$ cat config.mk
export PLATFORM = sky130hd
export DESIGN_NAME = yoyo_election_node_top
export DESIGN_NICKNAME = d
export VERILOG_FILES = /design/src/design/yoyo_pkg.sv /design/src/design/yoyo_ctrl.sv /design/src/design/yoyo_dp.sv /design/src/design/yoyo_election_node_top.sv
export SDC_FILE = /design/constraint.sdc
export NUM_CORES = 1
export LEC_CHECK = 0
export BUFFER_PORTS_ARGS = -buffer_cell sky130_fd_sc_hd__buf_4
export CAP_MARGIN = 25
export CORE_MARGIN = 4
export CORE_UTILIZATION = 45
export DETAILED_ROUTE_END_ITERATION = 12
export GPL_ROUTABILITY_DRIVEN = 1
export GPL_TIMING_DRIVEN = 1
export PLACE_DENSITY = 0.65
export SLEW_MARGIN = 0
export SYNTH_ARGS = -nofsm -noshare
export SYNTH_HDL_FRONTEND = slang
export SYNTH_SLANG_ARGS = --single-unit
$ cat constraint.sdc
create_clock -name i_clk -period 11.4 [get_ports i_clk]
set_input_delay 2.28 -clock i_clk [delete_from_list [all_inputs] [get_ports i_clk]]
set_output_delay 2.28 -clock i_clk [all_outputs]
set_load 0.005 [all_outputs]
$ cat src/design/yoyo_pkg.sv
// Shared constants and controller/datapath interface types for the Yo-Yo election node.
package yoyo_pkg;

    localparam int NUM_LINKS = 8;
    localparam int LINK_W    = 3;
    localparam int RANK_W    = 16;
    localparam int CNT_W     = 4;
    localparam int NUM_GRP   = 4;

    localparam logic [2:0] PH_IDLE  = 3'd0;
    localparam logic [2:0] PH_SETUP = 3'd1;
    localparam logic [2:0] PH_YO    = 3'd2;
    localparam logic [2:0] PH_REPLY = 3'd3;
    localparam logic [2:0] PH_DONE  = 3'd4;

    localparam logic [2:0] MODE_START = 3'd0;
    localparam logic [2:0] MODE_RANK  = 3'd1;
    localparam logic [2:0] MODE_YO    = 3'd2;
    localparam logic [2:0] MODE_REPLY = 3'd3;
    localparam logic [2:0] MODE_PRUNE = 3'd4;

    localparam logic [2:0] K_RANK   = 3'd0;
    localparam logic [2:0] K_YO     = 3'd1;
    localparam logic [2:0] K_REPLY  = 3'd2;
    localparam logic [2:0] K_PRUNE  = 3'd3;
    localparam logic [2:0] K_LEADER = 3'd4;
    localparam logic [2:0] K_DROP   = 3'd5;

    localparam logic [1:0] CFG_OWN_RANK = 2'd0;
    localparam logic [1:0] CFG_NBR_CNT  = 2'd1;

    typedef struct packed {
        logic load;
        logic apply;
        logic close;
        logic round;
        logic emit;
    } t_cmd;

    typedef struct packed {
        logic pending;
    } t_stat;

endpackage

$ cat src/design/yoyo_ctrl.sv
// Sequencing state machine: load, apply, close, new round, emit.
module yoyo_ctrl (
    input  logic           i_clk,
    input  logic           i_rst_n,
    input  logic           i_in_valid,
    output logic           o_in_stall,
    input  yoyo_pkg::t_stat i_stat,
    output yoyo_pkg::t_cmd  o_cmd
);
    import yoyo_pkg::*;

    localparam logic [2:0] S_IDLE  = 3'd0;
    localparam logic [2:0] S_APPLY = 3'd1;
    localparam logic [2:0] S_CLOSE = 3'd2;
    localparam logic [2:0] S_ROUND = 3'd3;
    localparam logic [2:0] S_EMIT  = 3'd4;

    logic [2:0] r_state, n_state;
    logic       accept;

    assign o_in_stall = (r_state != S_IDLE);
    assign accept     = i_in_valid && !o_in_stall;

    always_comb begin
        o_cmd       = '0;
        o_cmd.load  = accept;
        o_cmd.apply = (r_state == S_APPLY);
        o_cmd.close = (r_state == S_CLOSE);
        o_cmd.round = (r_state == S_ROUND);
        o_cmd.emit  = (r_state == S_EMIT);
        n_state     = r_state;
        unique case (r_state)
            S_IDLE:  if (accept) n_state = S_APPLY;
            S_APPLY: n_state = S_CLOSE;
            S_CLOSE: n_state = S_ROUND;
            S_ROUND: n_state = S_EMIT;
            S_EMIT:  if (!i_stat.pending) n_state = S_IDLE;
            default: n_state = S_IDLE;
        endcase
    end

    always_ff @(posedge i_clk) begin
        if (!i_rst_n) begin
            r_state <= S_IDLE;
        end else begin
            r_state <= n_state;
        end
    end

    a_accept_apply: assert property (@(posedge i_clk) disable iff (!i_rst_n)
        accept |=> r_state == S_APPLY) else $error("accept did not start apply");
    a_apply_close: assert property (@(posedge i_clk) disable iff (!i_rst_n)
        r_state == S_APPLY |=> r_state == S_CLOSE) else $error("apply not followed by close");
    a_emit_done: assert property (@(posedge i_clk) disable iff (!i_rst_n)
        (r_state == S_EMIT && !i_stat.pending) |=> r_state == S_IDLE)
        else $error("emit did not finish");

endmodule

$ cat src/design/yoyo_dp.sv
// Election state, message update, phase close and result word sequencer.
module yoyo_dp (
    input  logic                         i_clk,
    input  logic                         i_rst_n,
    input  yoyo_pkg::t_cmd               i_cmd,
    output yoyo_pkg::t_stat              o_stat,
    input  logic                         i_cfg_valid,
    input  logic [1:0]                   i_cfg_index,
    input  logic [yoyo_pkg::RANK_W-1:0]  i_cfg_data,
    input  logic [2:0]                   i_mode,
    input  logic [yoyo_pkg::LINK_W-1:0]  i_source,
    input  logic [yoyo_pkg::RANK_W-1:0]  i_value,
    output logic                         o_out_valid,
    input  logic                         i_out_stall,
    output logic [yoyo_pkg::LINK_W-1:0]  o_dest,
    output logic [2:0]                   o_msg_kind,
    output logic [yoyo_pkg::RANK_W-1:0]  o_value_res,
    output logic                         o_last
);
    import yoyo_pkg::*;

    logic [RANK_W-1:0]    r_own_rank;
    logic [CNT_W-1:0]     r_ncount;

    logic [2:0]           r_mode, n_mode;
    logic [LINK_W-1:0]    r_src, n_src;
    logic [RANK_W-1:0]    r_val, n_val;

    logic [2:0]           r_phase, n_phase;
    logic [NUM_LINKS-1:0] r_alive, n_alive;
    logic [NUM_LINKS-1:0] r_out, n_out;
    logic [CNT_W-1:0]     r_cnt, n_cnt;
    logic [RANK_W-1:0]    r_vals [NUM_LINKS];
    logic [NUM_LINKS-1:0] r_seen, n_seen;
    logic [NUM_LINKS-1:0] r_dup, n_dup;
    logic [RANK_W-1:0]    r_min, n_min;
    logic                 r_allyes, n_allyes;
    logic [NUM_LINKS-1:0] r_turn, n_turn;
    logic [NUM_LINKS-1:0] r_replied, n_replied;
    logic                 r_close_yo, n_close_yo;
    logic                 r_close_rp, n_close_rp;
    logic                 r_need_round, n_need_round;

    logic [NUM_LINKS-1:0] r_gm [NUM_GRP];
    logic [NUM_LINKS-1:0] n_gm [NUM_GRP];
    logic [2:0]           r_gk [NUM_GRP];
    logic [2:0]           n_gk [NUM_GRP];
    logic [RANK_W-1:0]    r_gv [NUM_GRP];
    logic [RANK_W-1:0]    n_gv [NUM_GRP];

    logic                 r_ov, n_ov;
    logic [LINK_W-1:0]    r_odest, n_odest;
    logic [2:0]           r_okind, n_okind;
    logic [RANK_W-1:0]    r_oval, n_oval;
    logic                 r_olast, n_olast;

    logic [CNT_W-1:0]     n_use;
    logic [NUM_LINKS-1:0] n_mask, b, in_m, out_m, eqv, eqmin, seen2, dup2, rep2, alive2;
    logic [NUM_LINKS-1:0] pm, yes_m, no_m, rem_any;
    logic [CNT_W-1:0]     cnt_inc;
    logic                 dup, ok, vwe, pending, pop, found, bfound;
    logic [1:0]           gsel;
    logic [LINK_W-1:0]    bsel;

    always_comb begin
        n_use   = (r_ncount > CNT_W'(NUM_LINKS)) ? CNT_W'(NUM_LINKS) : r_ncount;
        n_mask  = NUM_LINKS'((9'd1 << n_use) - 9'd1);
        b       = NUM_LINKS'(1) << r_src;
        in_m    = r_alive & ~r_out;
        out_m   = r_alive & r_out;
        cnt_inc = r_cnt + CNT_W'(1);
        for (int i = 0; i < NUM_LINKS; i++) begin
            eqv[i]   = (r_vals[i] == r_val);
            eqmin[i] = (r_vals[i] == r_min);
        end
        dup = |(r_seen & eqv);
    end

    // result sequencer: first nonempty group, lowest link first
    always_comb begin
        found = 1'b0;
        gsel  = '0;
        for (int g = 0; g < NUM_GRP; g++) begin
            if (!found && r_gm[g] != '0) begin
                found = 1'b1;
                gsel  = 2'(g);
            end
        end
        bfound = 1'b0;
        bsel   = '0;
        for (int i = 0; i < NUM_LINKS; i++) begin
            if (!bfound && r_gm[gsel][i]) begin
                bfound = 1'b1;
                bsel   = LINK_W'(i);
            end
        end
        pending = found;
        pop     = i_cmd.emit && pending && (!r_ov || !i_out_stall);
        rem_any = '0;
        for (int g = 0; g < NUM_GRP; g++) begin
            rem_any = rem_any | ((2'(g) == gsel) ? (r_gm[g] & ~(NUM_LINKS'(1) << bsel))
                                                  : r_gm[g]);
        end
    end

    assign o_stat.pending = pending;

    always_comb begin
        n_mode = r_mode; n_src = r_src; n_val = r_val;
        n_phase = r_phase; n_alive = r_alive; n_out = r_out; n_cnt = r_cnt;
        n_seen = r_seen; n_dup = r_dup; n_min = r_min; n_allyes = r_allyes;
        n_turn = r_turn; n_replied = r_replied;
        n_close_yo = r_close_yo; n_close_rp = r_close_rp; n_need_round = r_need_round;
        n_gm = r_gm; n_gk = r_gk; n_gv = r_gv;
        n_ov = r_ov; n_odest = r_odest; n_okind = r_okind; n_oval = r_oval; n_olast = r_olast;
        ok = 1'b0; vwe = 1'b0;
        seen2 = r_seen; dup2 = r_dup; rep2 = r_replied; alive2 = r_alive;
        pm = in_m & r_dup;
        yes_m = '0; no_m = '0;

        if (i_cmd.load) begin
            n_mode = i_mode;
            n_src  = i_source;
            n_val  = i_value;
        end

        if (i_cmd.apply) begin
            for (int g = 0; g < NUM_GRP; g++) n_gm[g] = '0;
            n_close_yo = 1'b0; n_close_rp = 1'b0; n_need_round = 1'b0;
            if (r_mode == MODE_START && r_phase == PH_IDLE) begin
                ok = 1'b1;
                n_alive = '0; n_out = '0; n_cnt = '0;
                n_gm[0] = n_mask; n_gk[0] = K_RANK; n_gv[0] = r_own_rank;
                n_phase = PH_SETUP;
                n_need_round = (n_use == '0);
            end else if (r_mode == MODE_RANK && r_phase == PH_SETUP
                         && {1'b0, r_src} < n_use && !(|(r_alive & b))) begin
                ok = 1'b1;
                n_alive = r_alive | b;
                if (!(r_val < r_own_rank)) n_out = r_out | b;
                n_cnt = cnt_inc;
                n_need_round = (cnt_inc >= n_use);
            end else if (r_mode == MODE_YO && r_phase == PH_YO
                         && |(in_m & ~(r_seen | r_dup) & b)) begin
                ok = 1'b1;
                if (dup) begin
                    dup2 = r_dup | b;
                end else begin
                    seen2 = r_seen | b;
                    vwe   = 1'b1;
                    if (r_val < r_min) n_min = r_val;
                end
                n_seen = seen2; n_dup = dup2;
                n_cnt = cnt_inc;
                n_close_yo = ((in_m & ~(seen2 | dup2)) == '0);
            end else if ((r_mode == MODE_REPLY || r_mode == MODE_PRUNE) && r_phase == PH_REPLY
                         && |(out_m & ~r_replied & b)) begin
                ok = 1'b1;
                rep2 = r_replied | b;
                if (r_mode == MODE_PRUNE) begin
                    alive2 = r_alive & ~b;
                end else if (!r_val[0]) begin
                    n_allyes = 1'b0;
                    n_turn   = r_turn | b;
                end
                n_replied = rep2; n_alive = alive2;
                n_cnt = cnt_inc;
                n_close_rp = ((alive2 & r_out & ~rep2) == '0);
            end
            if (!ok) begin
                n_gm[0] = b; n_gk[0] = K_DROP; n_gv[0] = r_val;
            end
        end

        if (i_cmd.close && (r_close_yo || r_close_rp)) begin
            if (r_close_yo && out_m != '0) begin
                n_gm[0] = out_m; n_gk[0] = K_YO; n_gv[0] = r_min;
                n_phase = PH_REPLY;
            end else if (r_close_yo && $countones(in_m) == 1) begin
                n_gm[0] = in_m; n_gk[0] = K_PRUNE; n_gv[0] = RANK_W'(1);
                n_alive = r_alive & ~in_m;
                n_phase = PH_DONE;
            end else begin
                yes_m = (r_close_yo || r_allyes) ? (in_m & ~r_dup & eqmin) : '0;
                no_m  = in_m & ~r_dup & ~yes_m;
                n_gm[0] = pm;    n_gk[0] = K_PRUNE; n_gv[0] = RANK_W'(1);
                n_gm[1] = yes_m; n_gk[1] = K_REPLY; n_gv[1] = RANK_W'(1);
                n_gm[2] = no_m;  n_gk[2] = K_REPLY; n_gv[2] = RANK_W'(0);
                n_alive = r_alive & ~pm;
                n_out   = (r_out | no_m) & ~(r_close_rp ? r_turn : '0);
                n_need_round = 1'b1;
            end
        end

        if (i_cmd.round && r_need_round) begin
            n_seen = '0; n_dup = '0; n_turn = '0; n_replied = '0;
            n_min = '1; n_allyes = 1'b1; n_cnt = '0;
            if (in_m != '0) begin
                n_phase = PH_YO;
            end else if (out_m == '0) begin
                n_gm[3] = NUM_LINKS'(1); n_gk[3] = K_LEADER; n_gv[3] = r_own_rank;
                n_phase = PH_DONE;
            end else begin
                n_gm[3] = out_m; n_gk[3] = K_YO; n_gv[3] = r_own_rank;
                n_phase = PH_REPLY;
            end
        end

        if (pop) begin
            n_gm[gsel] = r_gm[gsel] & ~(NUM_LINKS'(1) << bsel);
            n_ov    = 1'b1;
            n_odest = bsel;
            n_okind = r_gk[gsel];
            n_oval  = r_gv[gsel];
            n_olast = (rem_any == '0);
        end else if (!i_out_stall) begin
            n_ov = 1'b0;
        end
    end

    always_ff @(posedge i_clk) begin
        if (!i_rst_n) begin
            r_own_rank <= '0;
            r_ncount   <= '0;
        end else if (i_cfg_valid) begin
            unique case (i_cfg_index)
                CFG_OWN_RANK: r_own_rank <= i_cfg_data;
                CFG_NBR_CNT:  r_ncount   <= i_cfg_data[CNT_W-1:0];
                default: ;
            endcase
        end
    end

    always_ff @(posedge i_clk) begin
        r_mode <= n_mode; r_src <= n_src; r_val <= n_val;
        r_gk <= n_gk; r_gv <= n_gv;
        r_odest <= n_odest; r_okind <= n_okind; r_oval <= n_oval; r_olast <= n_olast;
        if (vwe) r_vals[r_src] <= r_val;
    end

    always_ff @(posedge i_clk) begin
        if (!i_rst_n) begin
            r_phase <= PH_IDLE; r_alive <= '0; r_out <= '0; r_cnt <= '0;
            r_seen <= '0; r_dup <= '0; r_min <= '1; r_allyes <= 1'b1;
            r_turn <= '0; r_replied <= '0;
            r_close_yo <= 1'b0; r_close_rp <= 1'b0; r_need_round <= 1'b0;
            for (int g = 0; g < NUM_GRP; g++) r_gm[g] <= '0;
            r_ov <= 1'b0;
        end else begin
            r_phase <= n_phase; r_alive <= n_alive; r_out <= n_out; r_cnt <= n_cnt;
            r_seen <= n_seen; r_dup <= n_dup; r_min <= n_min; r_allyes <= n_allyes;
            r_turn <= n_turn; r_replied <= n_replied;
            r_close_yo <= n_close_yo; r_close_rp <= n_close_rp; r_need_round <= n_need_round;
            r_gm <= n_gm;
            r_ov <= n_ov;
        end
    end

    assign o_out_valid = r_ov;
    assign o_dest      = r_odest;
    assign o_msg_kind  = r_okind;
    assign o_value_res = r_oval;
    assign o_last      = r_olast;

    a_done_sticky: assert property (@(posedge i_clk) disable iff (!i_rst_n)
        r_phase == PH_DONE |=> r_phase == PH_DONE) else $error("left done phase");
    a_seen_dup_disjoint: assert property (@(posedge i_clk) disable iff (!i_rst_n)
        (r_seen & r_dup) == '0) else $error("link both seen and duplicate");
    a_pop_pending: assert property (@(posedge i_clk) disable iff (!i_rst_n)
        pop |=> r_ov) else $error("popped word not presented");

endmodule

$ cat src/design/yoyo_election_node_top.sv
// One node of Yo-Yo leader election with duplicate pruning. After a message is accepted the
// input stalls through the update, phase close and new round steps and then the emit step,
// which lasts until the single result sequencer, presenting one word per cycle while the
// output is not stalled, has no result word left. The last result word may still wait at the
// output while the next message is accepted. Configuration (own rank at index 0, neighbor
// count at index 1) is always ready; the user must write it only between messages, and the
// block itself does not enforce this.
module yoyo_election_node_top (
    input  logic        i_clk,
    input  logic        i_rst_n,
    input  logic        i_cfg_valid,
    output logic        o_cfg_ready,
    input  logic [1:0]  i_cfg_index,
    input  logic [15:0] i_cfg_data,
    input  logic        i_in_valid,
    output logic        o_in_stall,
    input  logic [2:0]  i_mode,
    input  logic [2:0]  i_source,
    input  logic [15:0] i_value,
    output logic        o_out_valid,
    input  logic        i_out_stall,
    output logic [2:0]  o_dest,
    output logic [2:0]  o_msg_kind,
    output logic [15:0] o_value_res,
    output logic        o_last
);
    import yoyo_pkg::*;

    t_cmd  cmd;
    t_stat stat;

    assign o_cfg_ready = 1'b1;

    yoyo_ctrl u_ctrl (
        .i_clk      (i_clk),
        .i_rst_n    (i_rst_n),
        .i_in_valid (i_in_valid),
        .o_in_stall (o_in_stall),
        .i_stat     (stat),
        .o_cmd      (cmd)
    );

    yoyo_dp u_dp (
        .i_clk       (i_clk),
        .i_rst_n     (i_rst_n),
        .i_cmd       (cmd),
        .o_stat      (stat),
        .i_cfg_valid (i_cfg_valid),
        .i_cfg_index (i_cfg_index),
        .i_cfg_data  (i_cfg_data),
        .i_mode      (i_mode),
        .i_source    (i_source),
        .i_value     (i_value),
        .o_out_valid (o_out_valid),
        .i_out_stall (i_out_stall),
        .o_dest      (o_dest),
        .o_msg_kind  (o_msg_kind),
        .o_value_res (o_value_res),
        .o_last      (o_last)
    );

endmodule

==> reports/results.ini, run 1 <==
[run_status]
outcome=completed

[timing]
finalCritPeriodShare_pct=42.1
clock_skew_ps=22.1
fin_setup_tns_ps=0
layout_min_cycle_time_ps=4790
worst_pin_slew_ps=1100
slew_headroom_pct=25.7
drv_slew=0
setup_viol=0
rsz0062_at_grt=false
fin_ws_ps=6610
hold_viol_final=0
fmax_mhz=209
holdWs_ps=467

[drt]
drtIter0Drc=1424
viasPerCell=5.92
num_vias=14177
route.detailed.drc=0
wirelength_mm=55.0
routedWlPerCell_um=23.0
first_pass_iters=7
ant_nets=0

[cells_and_area]
layout-drive-gt1-share_pct=10.7
fin_cells=2395
final_area_sq_um=20600
antenna_cells=0
layout-area-overhead-vs-synth_pct=12.7
final_cell_mix=222 x xor2_1, 210 x edfxtp_1, 145 x nand2_1
layout_commonest_cell=xor2_1
fin_nets=1936
fin_util_pct=51.5

[setup_path]
r2r-start=u_dp.r_out[7]$_SDFF_PN0_
end_kind=flip-flop
critPathKind=reg2reg
crit_required_ps=11870
r2r_slack_ps=6610
worst_r2r_path_depth=13
cp_data_arrival_time_ps=5260
reg2reg_to=u_dp.r_out[6]$_SDFF_PN0_
crit_fanout=13
startpoint_type=flip-flop

[logic_synthesis]
avgSynthCellArea_sq_um=10.2
yosysWarnings=0
synthDistinctLibCells=85
synth-edff-count=210
synthArstFlopShare_pct=0
ys.flop_type=edfxtp_1
syn_inst=1794
synth.yosys.seq_area_share_pct=48.8
synth_area_sq_um=18300
ys_ff_latch=341
syn-num-nets=1891

[clock_network]
cts_max_path_buffers=3
clock_latency_ps=570
root_buffer=clkbuf_16
cts-resized-gates=0
cts_tree=done
hold_buffers=0
cts_sinks=341
clkTransAtPathRegs_ps=60
postCtsSetupBuffers=0
h-tree-depth=2
numCtsBuffers=39

[global_route]
gr-total-overflow=0
grt_pass1_vias=13751
grt_pass1_wl_mm=83.8
track_usage_pct=24.5
antenna_found_initial=1
grt_max_degree=74

[power_and_ir_drop]
p_int_mw=2.17
leakage_nw=7.56
p_sw_share_pct=25.2
p_per_area_nw_per_um2=141
combPwrFrac_pct=10.4
peakVddDrop_v=0.000104
p_switching_mw=0.733
seq_power_share_pct=46.9
p_total_mw=2.91
pwr-share-clk_pct=42.7

[hold_path]
hold_class=reg2reg
holdPathEnd=u_dp.r_cnt[3]$_SDFFE_PP0P_
worstHoldStart=u_dp.r_cnt[3]$_SDFFE_PP0P_
holdPathStages=2

[floorplan]
start_util_pct=45.7
pin_count=71
rows=73
fp.dieArea_sq_um=43900
die_h_um=210
coreArea_sq_um=40000
die_x_um=210

[flow_run]
maxCapViolCount=0

[placed_design]
port_buffers=69
dp_hpwl_mm=37.8
dp_cells=2323
place_area_sq_um=19400
gp_congestion=0.911
dp_slack_ps=6740

==> critical path: stages (launching register included) <==
cell and delay [ps]:
dfxtp_1 490, nand2b_1 210, inv_1 60, ha_1 200
fa_1 530, fa_1 520, ha_1 240, fa_1 460
nor4_2 220, buf_4 240, nor2_1 140, nor2_1 600
nand3_1 470, o211ai_1 320
==> routing by layer <==
layer	part of all wire, %	vias up	track usage (%)
li1	-	6587	-
met1	44	6905	34.6
met4	2.7	0	7.27
met2	46	591	39.2
met3	7.3	94	3.69
met5	0	-	0
==> power by group through the flow <==
stage | combinational, mW | sequential, mW | clock (mW)
5_1_grt | 0.328 | 1.37 | 1.32
2_1_floorplan | 0.195 | 1.38 | 0
3_5_place_dp | 0.299 | 1.39 | 0
6_report | 0.301 | 1.36 | 1.24
3_3_place_gp | 0.295 | 1.39 | 0
4_1_cts | 0.301 | 1.36 | 1.26
==> sequential cells by signal, indices dropped and copies added, names as in the netlist, 8 cells and up <==
register / cells
u_dp.r_gm: 32
u_dp.r_gv: 32
u_dp.r_replied: 8
u_dp.r_alive: 8
u_dp.r_min: 16
u_dp.r_turn: 8
u_dp.r_vals: 128
u_dp.o_value_res: 16
u_dp.r_out: 8
u_dp.r_val: 16
u_dp.r_seen: 8
u_dp.r_own_rank: 16
u_dp.r_dup: 8
==> synth_stat cells (4+ instances only) <==
library cell	n	area, sq um
o211ai_1	14	105
xnor2_1	38	333
a221oi_1	11	96.3
nand3b_1	10	75.1
or3_1	8	50.1
o21ai_0	64	320
buf_1	5	18.8
nor4_1	56	350
xor2_1	222	1940
edfxtp_1	210	6310
nor3b_1	23	173
dfxtp_1	131	2620
and2_1	9	56.3
a21o_1	15	113
inv_1	67	251
ha_1	48	601
or4_1	9	67.6
a21boi_1	4	30.0
a22oi_1	4	30.0
o211a_1	16	160
mux2i_1	23	230
nor2_1	120	450
nor4_2	6	75.1
nand2_1	146	548
nor3_1	36	180
nand3_1	37	185
a31oi_1	22	138
fa_1	4	80.1
o21ai_1	50	250
and3_1	22	138
o32ai_1	8	70.1
o22ai_1	11	68.8
a21boi_0	22	165
buf_2	25	125
clkbuf_1	69	259
nor2b_1	21	131
a22o_1	19	166
nand4_1	32	200
nand2b_1	15	93.8
a21oi_1	72	360
==> worst max path at each step <==
stage / start / endpoint / slack [ps] / cells after the start
global placement: u_dp.r_out[7]$_SDFF_PN0_ / u_dp.r_out[6]$_SDFF_PN0_ / 6870 / 13
finish: u_dp.r_out[7]$_SDFF_PN0_ / u_dp.r_out[6]$_SDFF_PN0_ / 6610 / 13
global route: u_dp.r_out[7]$_SDFF_PN0_ / u_dp.r_out[6]$_SDFF_PN0_ / 6390 / 13
CTS: u_dp.r_out[7]$_SDFF_PN0_ / u_dp.r_out[6]$_SDFF_PN0_ / 6710 / 13
detailed placement: u_dp.r_out[7]$_SDFF_PN0_ / u_dp.r_out[6]$_SDFF_PN0_ / 6740 / 13
floorplan: i_out_stall / u_dp.r_gm[11]$_SDFF_PN0_ / 6680 / 5
==> final cells by class <==
cell class	count	area (sq um)
Sequential cell	341	8930
Clock inverter	19	160
Fill cell	3563	19400
Inverter	68	255
Tap cell	525	657
Multi-Input combinational cell	1281	8680
Clock buffer	53	1100
Timing Repair Buffer	108	835
==> kinds of logic (layout without fill, tap and decap cells) <==
group	after synthesis	count (layout)	share of synthesized area (%)
buf+inv	172	248	3.86
flops	341	341	48.8
mux	25	25	1.44
compound gates	364	364	13.0
simple gates	578	578	16.6
fa+ha+maj	53	53	3.78
xor+xnor	260	260	12.4
other cells	1	1	0.0205
(Power assumes the default switching activity.)
==> run 2: changes to the inputs <==
ABC_AREA = 1   (was unset)
PLACE_DENSITY = 0.67   (was 0.65)
clock period = 4.1 ns   (was 11.4 ns; I/O delays follow)
==> run 2 against run 1 <==
  * Sequential share of layout area is 0.63 points lower
  * Non-clock buffer count is 38 higher
  * Synthesized area hardly changed
  * Power grew to 2.7 times the previous value
  * Critical endpoint is now u_dp.r_gm[16]$_SDFF_PN0_
  * Largest cell class unchanged
  * Largest power group unchanged
==> reports/results.ini, run 2 <==
[run_status]
outcome=completed

[timing]
clock_skew_ps=37.9
layout_min_cycle_time_ps=3850
holdWs_ps=426
drv_slew=0
setup_viol=0
slew_headroom_pct=27.6
fmax_mhz=260
worst_pin_slew_ps=1080
hold_viol_final=0
fin_ws_ps=252
finalCritPeriodShare_pct=93.8

[global_route]
gr-total-overflow=0
grt_pass1_vias=15617
grt_pass1_wl_mm=96.4
grt_max_degree=61
track_usage_pct=28.5
antenna_found_initial=1

[cells_and_area]
layout-area-overhead-vs-synth_pct=14.3
ff_latch_area_sq_um=8930
layout-drive-gt1-share_pct=12.0
reg.largest.list=u_dp.r_vals x128, u_dp.r_gm x32, u_dp.r_gv x32
layout_commonest_cell=nand2_1
antenna_cells=0
largest-register=u_dp.r_vals
multi_input_area_sq_um=8040
final_cell_mix=327 x nand2_1, 241 x inv_1, 210 x edfxtp_1
fin_nets=2277
fillers=3697
largest_reg_flops=128

[logic_synthesis]
synth_area_sq_um=18300
synthTopCellsByArea=edfxtp_1 34%, dfxtp_1 14%, nand2_1 6.7%
synth.yosys.seq_area_share_pct=48.8
ys.flop_type=edfxtp_1
avgSynthCellArea_sq_um=8.80
synthArstFlopShare_pct=0
yosysWarnings=0
ys_ff_latch=341
syn_inst=2079
synthDistinctLibCells=61
syn-num-nets=2176
synth-edff-count=210
synth_common_cells=328 x nand2_1, 243 x inv_1, 210 x edfxtp_1, 162 x a21oi_1, 141 x nor2_1
yosysTopAreaCell=edfxtp_1
synth_most_common_cell=nand2_1
synth_top_area_share_pct=34.5

[drt]
ant_nets=0
wirelength_mm=64.5
drtIter0Drc=1962
routedWlPerCell_um=23.6
num_vias=16468
first_pass_iters=6
viasPerCell=6.03
route.detailed.drc=0

[floorplan]
pin_count=71
fp.dieArea_sq_um=44000
start_util_pct=45.7
die_x_um=210
coreArea_sq_um=40000
die_h_um=210
rows=73

[setup_path]
critPathKind=reg2reg
crit_required_ps=4540
end_kind=flip-flop
crit_fanout=18
critPathLaunch=u_dp.r_alive[7]$_SDFF_PN0_
startpoint_type=flip-flop
r2r-start=u_dp.r_alive[7]$_SDFF_PN0_
cp_data_arrival_time_ps=4290

[hold_path]
worstHoldStart=i_value[11]
hold_class=in2reg

[power_and_ir_drop]
peakVddDrop_v=0.000238
leakage_nw=8.27
p_per_area_nw_per_um2=372

[clock_network]
cts_max_path_buffers=3
cts_sinks=341
root_buffer=clkbuf_16
cts_tree=done
clock_latency_ps=570
hold_buffers=0
numCtsBuffers=38
clkTransAtPathRegs_ps=60
h-tree-depth=2

[flow_run]
maxCapViolCount=0

[placed_design]
dp_slack_ps=68.5
port_buffers=69
dp_hpwl_mm=46.2
gp_congestion=1.02

[run 2: cell count changes in the layout (fill, tap and decap cells not counted), sizes merged, moves of 47 or more]
cell,delta
nand2,+187
a21oi,+90
nand3,+87
nor4,-47
inv,+190
xor2,-154
[run 2: routing by layer]
| metal | vias up | global-route usage [%] | share of wire, % |
|---|---|---|---|
| met4 | 0 | 11.9 | 4.5 |
| met3 | 174 | 6.16 | 10 |
| met5 | - | 0 | 0 |
| met1 | 7837 | 39.3 | 42 |
| met2 | 932 | 43.7 | 44 |
| li1 | 7525 | - | - |
[run 2: path summary, 6_finish.rpt]
check                                                end  slack, ps  depth (start not counted)
worst min-delay path            u_dp.r_val[11]$_DFFE_PP_        430                          1
worst min register to register    u_dp.r_gv[3]$_DFFE_PP_        430                          0
worst max register to register  u_dp.r_gm[16]$_SDFF_PN0_        250                         17
worst max-delay path            u_dp.r_gm[16]$_SDFF_PN0_        250                         17
[run 2: where the power goes]
| group | switching (mW) | total [mW] | internal (mW) |
|---|---|---|---|
| Clock | 1.43 | 3.28 | 1.84 |
| Sequential | 0.0727 | 3.79 | 3.72 |
| Combinational | 0.484 | 0.721 | 0.237 |
| Total | 1.99 | 7.79 | 5.80 |
[run 2: final cells by class]
type / count / share of cell area [%]
repair buffers: 146 / 5.43
well taps: 525 / 3.14
flip-flops and latches: 341 / 42.7
inverters: 264 / 4.76
clock buffers: 51 / 5.17
clock inverters: 15 / 0.383
multi-input cells: 1389 / 38.4
[run 2: worst max-delay path, stage by stage, from the launching register on]
cell and delay, ps:
dfxtp_1 360, inv_1 90, nor2_2 130, inv_1 80, ha_1 270, inv_1 50, fa_1 410, inv_1 90
fa_1 420, ha_1 220, fa_1 440, nor3_1 160, and3_4 240, inv_1 70, nand2_2 150, buf_6 210
a21oi_1 90, a2111oi_2 260
[run 2: kinds of logic after synthesis]
logic type | Yosys count | share of synthesized area (%)
AOI/OAI and AO/OA | 501 | 16.7
adders and majority gates | 52 | 3.72
xor gates and xnor gates | 108 | 5.17
buffers and inverters | 349 | 7.45
other | 1 | 0.0205
and+or+nand+nor | 727 | 18.2
DFF | 341 | 48.8
[run 2: what timing repair did]
action                                  in CTS  in global routing
gates resized for setup                      0                 10
endpoints found under the setup margin       0                 28
setup buffers                                0                  1
[run 2: per-stage QoR]
stage	utilization (%)	instances	total power, mW	area (sq um)	setup TNS (ps)
detailed placement	49.2	2663	4.56	19700	0
global placement	49.2	2663	4.55	19700	0
floorplan	-	2079	4.26	18300	0
global route	52.3	2731	8.03	20900	-120
CTS	52.1	2729	7.80	20900	0
finish	52.3	2731	7.79	20900	0
==> run 3: changes to the inputs <==
PLACE_DENSITY = 0.65   (was 0.67)
clock period = 4.05 ns   (was 4.1 ns; I/O delays follow)
==> run 3 against run 2 <==
  * Maximum frequency increased by 0.56%
  * Critical path depth unchanged
  * Global-route usage increased by 0.94 points
  * Critical endpoint is now u_dp.r_gm[29]$_SDFF_PN0_
  * Power increased by 4.3%
  * Flip-flop and latch count unchanged
  * Highest routed layer unchanged
  * Largest power group unchanged
==> reports/results.ini, run 3 (synthesis results as in run 2) <==
[run_status]
outcome=completed

[global_route]
grt_pass1_wl_mm=98.5
use_met3_pct=8.01
grt_pass1_vias=15715
use_met2_pct=43.8
top_usage_layer=met2
track_usage_pct=29.4
grt_max_degree=61
gr-total-overflow=0
use_met1_pct=41.3
antenna_found_initial=0

[hold_path]
holdPathStages=1
holdPathEnd=u_dp.r_val[11]$_DFFE_PP_
worstHoldStart=i_value[11]
hold_class=in2reg

[timing]
worst_pin_slew_ps=1000
slew_headroom_pct=33.0
hold_viol_final=0
drv_slew=0
setup_viol=0
layout_min_cycle_time_ps=3830
fmax_mhz=261
fin_setup_tns_ps=0
finalCritPeriodShare_pct=94.5
clock_skew_ps=20.8
rsz0062_at_grt=false

[placed_design]
port_buffers=69
dp_hpwl_mm=47.7
gp_congestion=1.04
place_area_sq_um=19800
dp_cells=2672

[cells_and_area]
layout-drive-gt1-share_pct=12.5
largest-register=u_dp.r_vals
reg.largest.list=u_dp.r_vals x128, u_dp.r_gm x32, u_dp.r_gv x32
largest_reg_flops=128
fin_nets=2288
final_area_sq_um=21100
layout_commonest_cell=nand2_1
fin_util_pct=52.6
final_cell_mix=327 x nand2_1, 242 x inv_1, 210 x edfxtp_1
fin_cells=2748
layout-area-overhead-vs-synth_pct=15.1
antenna_cells=0

[clock_network]
h-tree-depth=2
numCtsBuffers=40
cts_sinks=341
clkTransAtPathRegs_ps=60
root_buffer=clkbuf_16
hold_buffers=0
cts_tree=done
clock_latency_ps=570
cts_max_path_buffers=3

[setup_path]
crit_fanout=6
critPathKind=reg2reg
reg2reg_to=u_dp.r_gm[29]$_SDFF_PN0_
critPathMostFrequentCell=inv_1
r2r-start=u_dp.r_alive[7]$_SDFF_PN0_
crit_path_top_delay_cell=fa_1
worst_r2r_path_depth=17
cp_data_arrival_time_ps=4310
cp_cell_sequence=inv_1 -> nor2_4 -> inv_1 -> ha_1 -> inv_1 -> fa_1 -> inv_1 -> fa_1 -> ha_1 -> fa_1 -> nor3_1 -> and3_1 -> inv_1 -> buf_4 -> a21oi_1 -> a22oi_1 -> a31oi_1
end_kind=flip-flop
crit_family=adder cells
startpoint_type=flip-flop
slowest_delay_ps=430
crit_required_ps=4540
cp_num_buf_inv=6
r2r_slack_ps=220

[drt]
viasPerCell=6.00
route.detailed.drc=0
routedWlPerCell_um=24.1
drtIter0Drc=2079
num_vias=16488
ant_nets=0
wirelength_mm=66.4
first_pass_iters=6

[floorplan]
pin_count=71
fp.dieArea_sq_um=44000
start_util_pct=45.7
die_h_um=210
die_x_um=210
rows=73
coreArea_sq_um=40000

[power_and_ir_drop]
p_per_area_nw_per_um2=386
peakVddDrop_v=0.000386
leakage_nw=8.36

[flow_run]
maxCapViolCount=0

-- run 3: cell count changes in the layout (fill, tap and decap cells not counted), sizes merged --
| cell | delta |
|---|---|
| bufinv | +2 |
| buf | +9 |
| clkinv | +2 |
| clkinvlp | -1 |
| inv | +2 |
| clkbuf | +3 |
-- run 3: how the worst max path moves through the flow --
stage,from,end,depth (start not counted)
detailed placement,u_dp.r_alive[7]$_SDFF_PN0_,u_dp.r_gm[15]$_SDFF_PN0_,19
global placement,u_dp.r_alive[7]$_SDFF_PN0_,u_dp.r_gm[15]$_SDFF_PN0_,19
global route,u_dp.r_alive[7]$_SDFF_PN0_,u_dp.r_phase[1]$_SDFF_PN0_,18
CTS,u_dp.r_alive[7]$_SDFF_PN0_,u_dp.r_gm[16]$_SDFF_PN0_,17
finish,u_dp.r_alive[7]$_SDFF_PN0_,u_dp.r_gm[29]$_SDFF_PN0_,17
floorplan,u_dp.r_alive[6]$_SDFF_PN0_,u_dp.r_gm[21]$_SDFF_PN0_,18
-- run 3: layout make-up --
cell class                 instances  area, sq um
inverter                         264          995
fill                            3719        18900
clock inverter                    20          150
timing repair buffer             155         1170
sequential                       341         8930
multi-input combinational       1389         8050
tap                              525          657
clock buffer                      54         1110
-- run 3: what timing repair did --
| item | 4_1_cts | 5_1_grt |
|---|---|---|
| resized for setup | 2 | 6 |
| setup endpoints to repair | 1 | 36 |
| setup buffers | 2 | 0 |
| pin swaps | 0 | 0 |
-- run 3: metrics by stage --
step	total power, mW	worst slack, ps	hold slack [ps]
after floorplan	4.31	286	408
after global placement	4.62	105	413
after detailed placement	4.63	-14.4	414
after CTS	8.15	106	389
after global routing	8.37	1.58	396
final	8.12	224	412
-- run 3: metal layers --
metal,vias up,part of all wire (%)
li1,7527,-
met1,7792,41
met2,999,43
met3,170,12
met4,0,4.4
met5,-,0
-- run 3: power breakdown --
group | total, mW | leakage, nW | internal (mW) | switching [mW]
Clock | 3.55 | 0.630 | 2.06 | 1.49
Sequential | 3.84 | 2.97 | 3.76 | 0.0772
Combinational | 0.732 | 4.77 | 0.234 | 0.499
Total | 8.12 | 8.36 | 6.06 | 2.07
-- run 3: worst register-to-register path: cells and delay by family (launching register included) --
kind / cells / cell delay [ps]
adders and majority gates: 5 / 1760
AOI/OAI and AO/OA: 3 / 630
buffers and inverters: 6 / 570
and+or+nand+nor: 3 / 450
DFF: 1 / 370
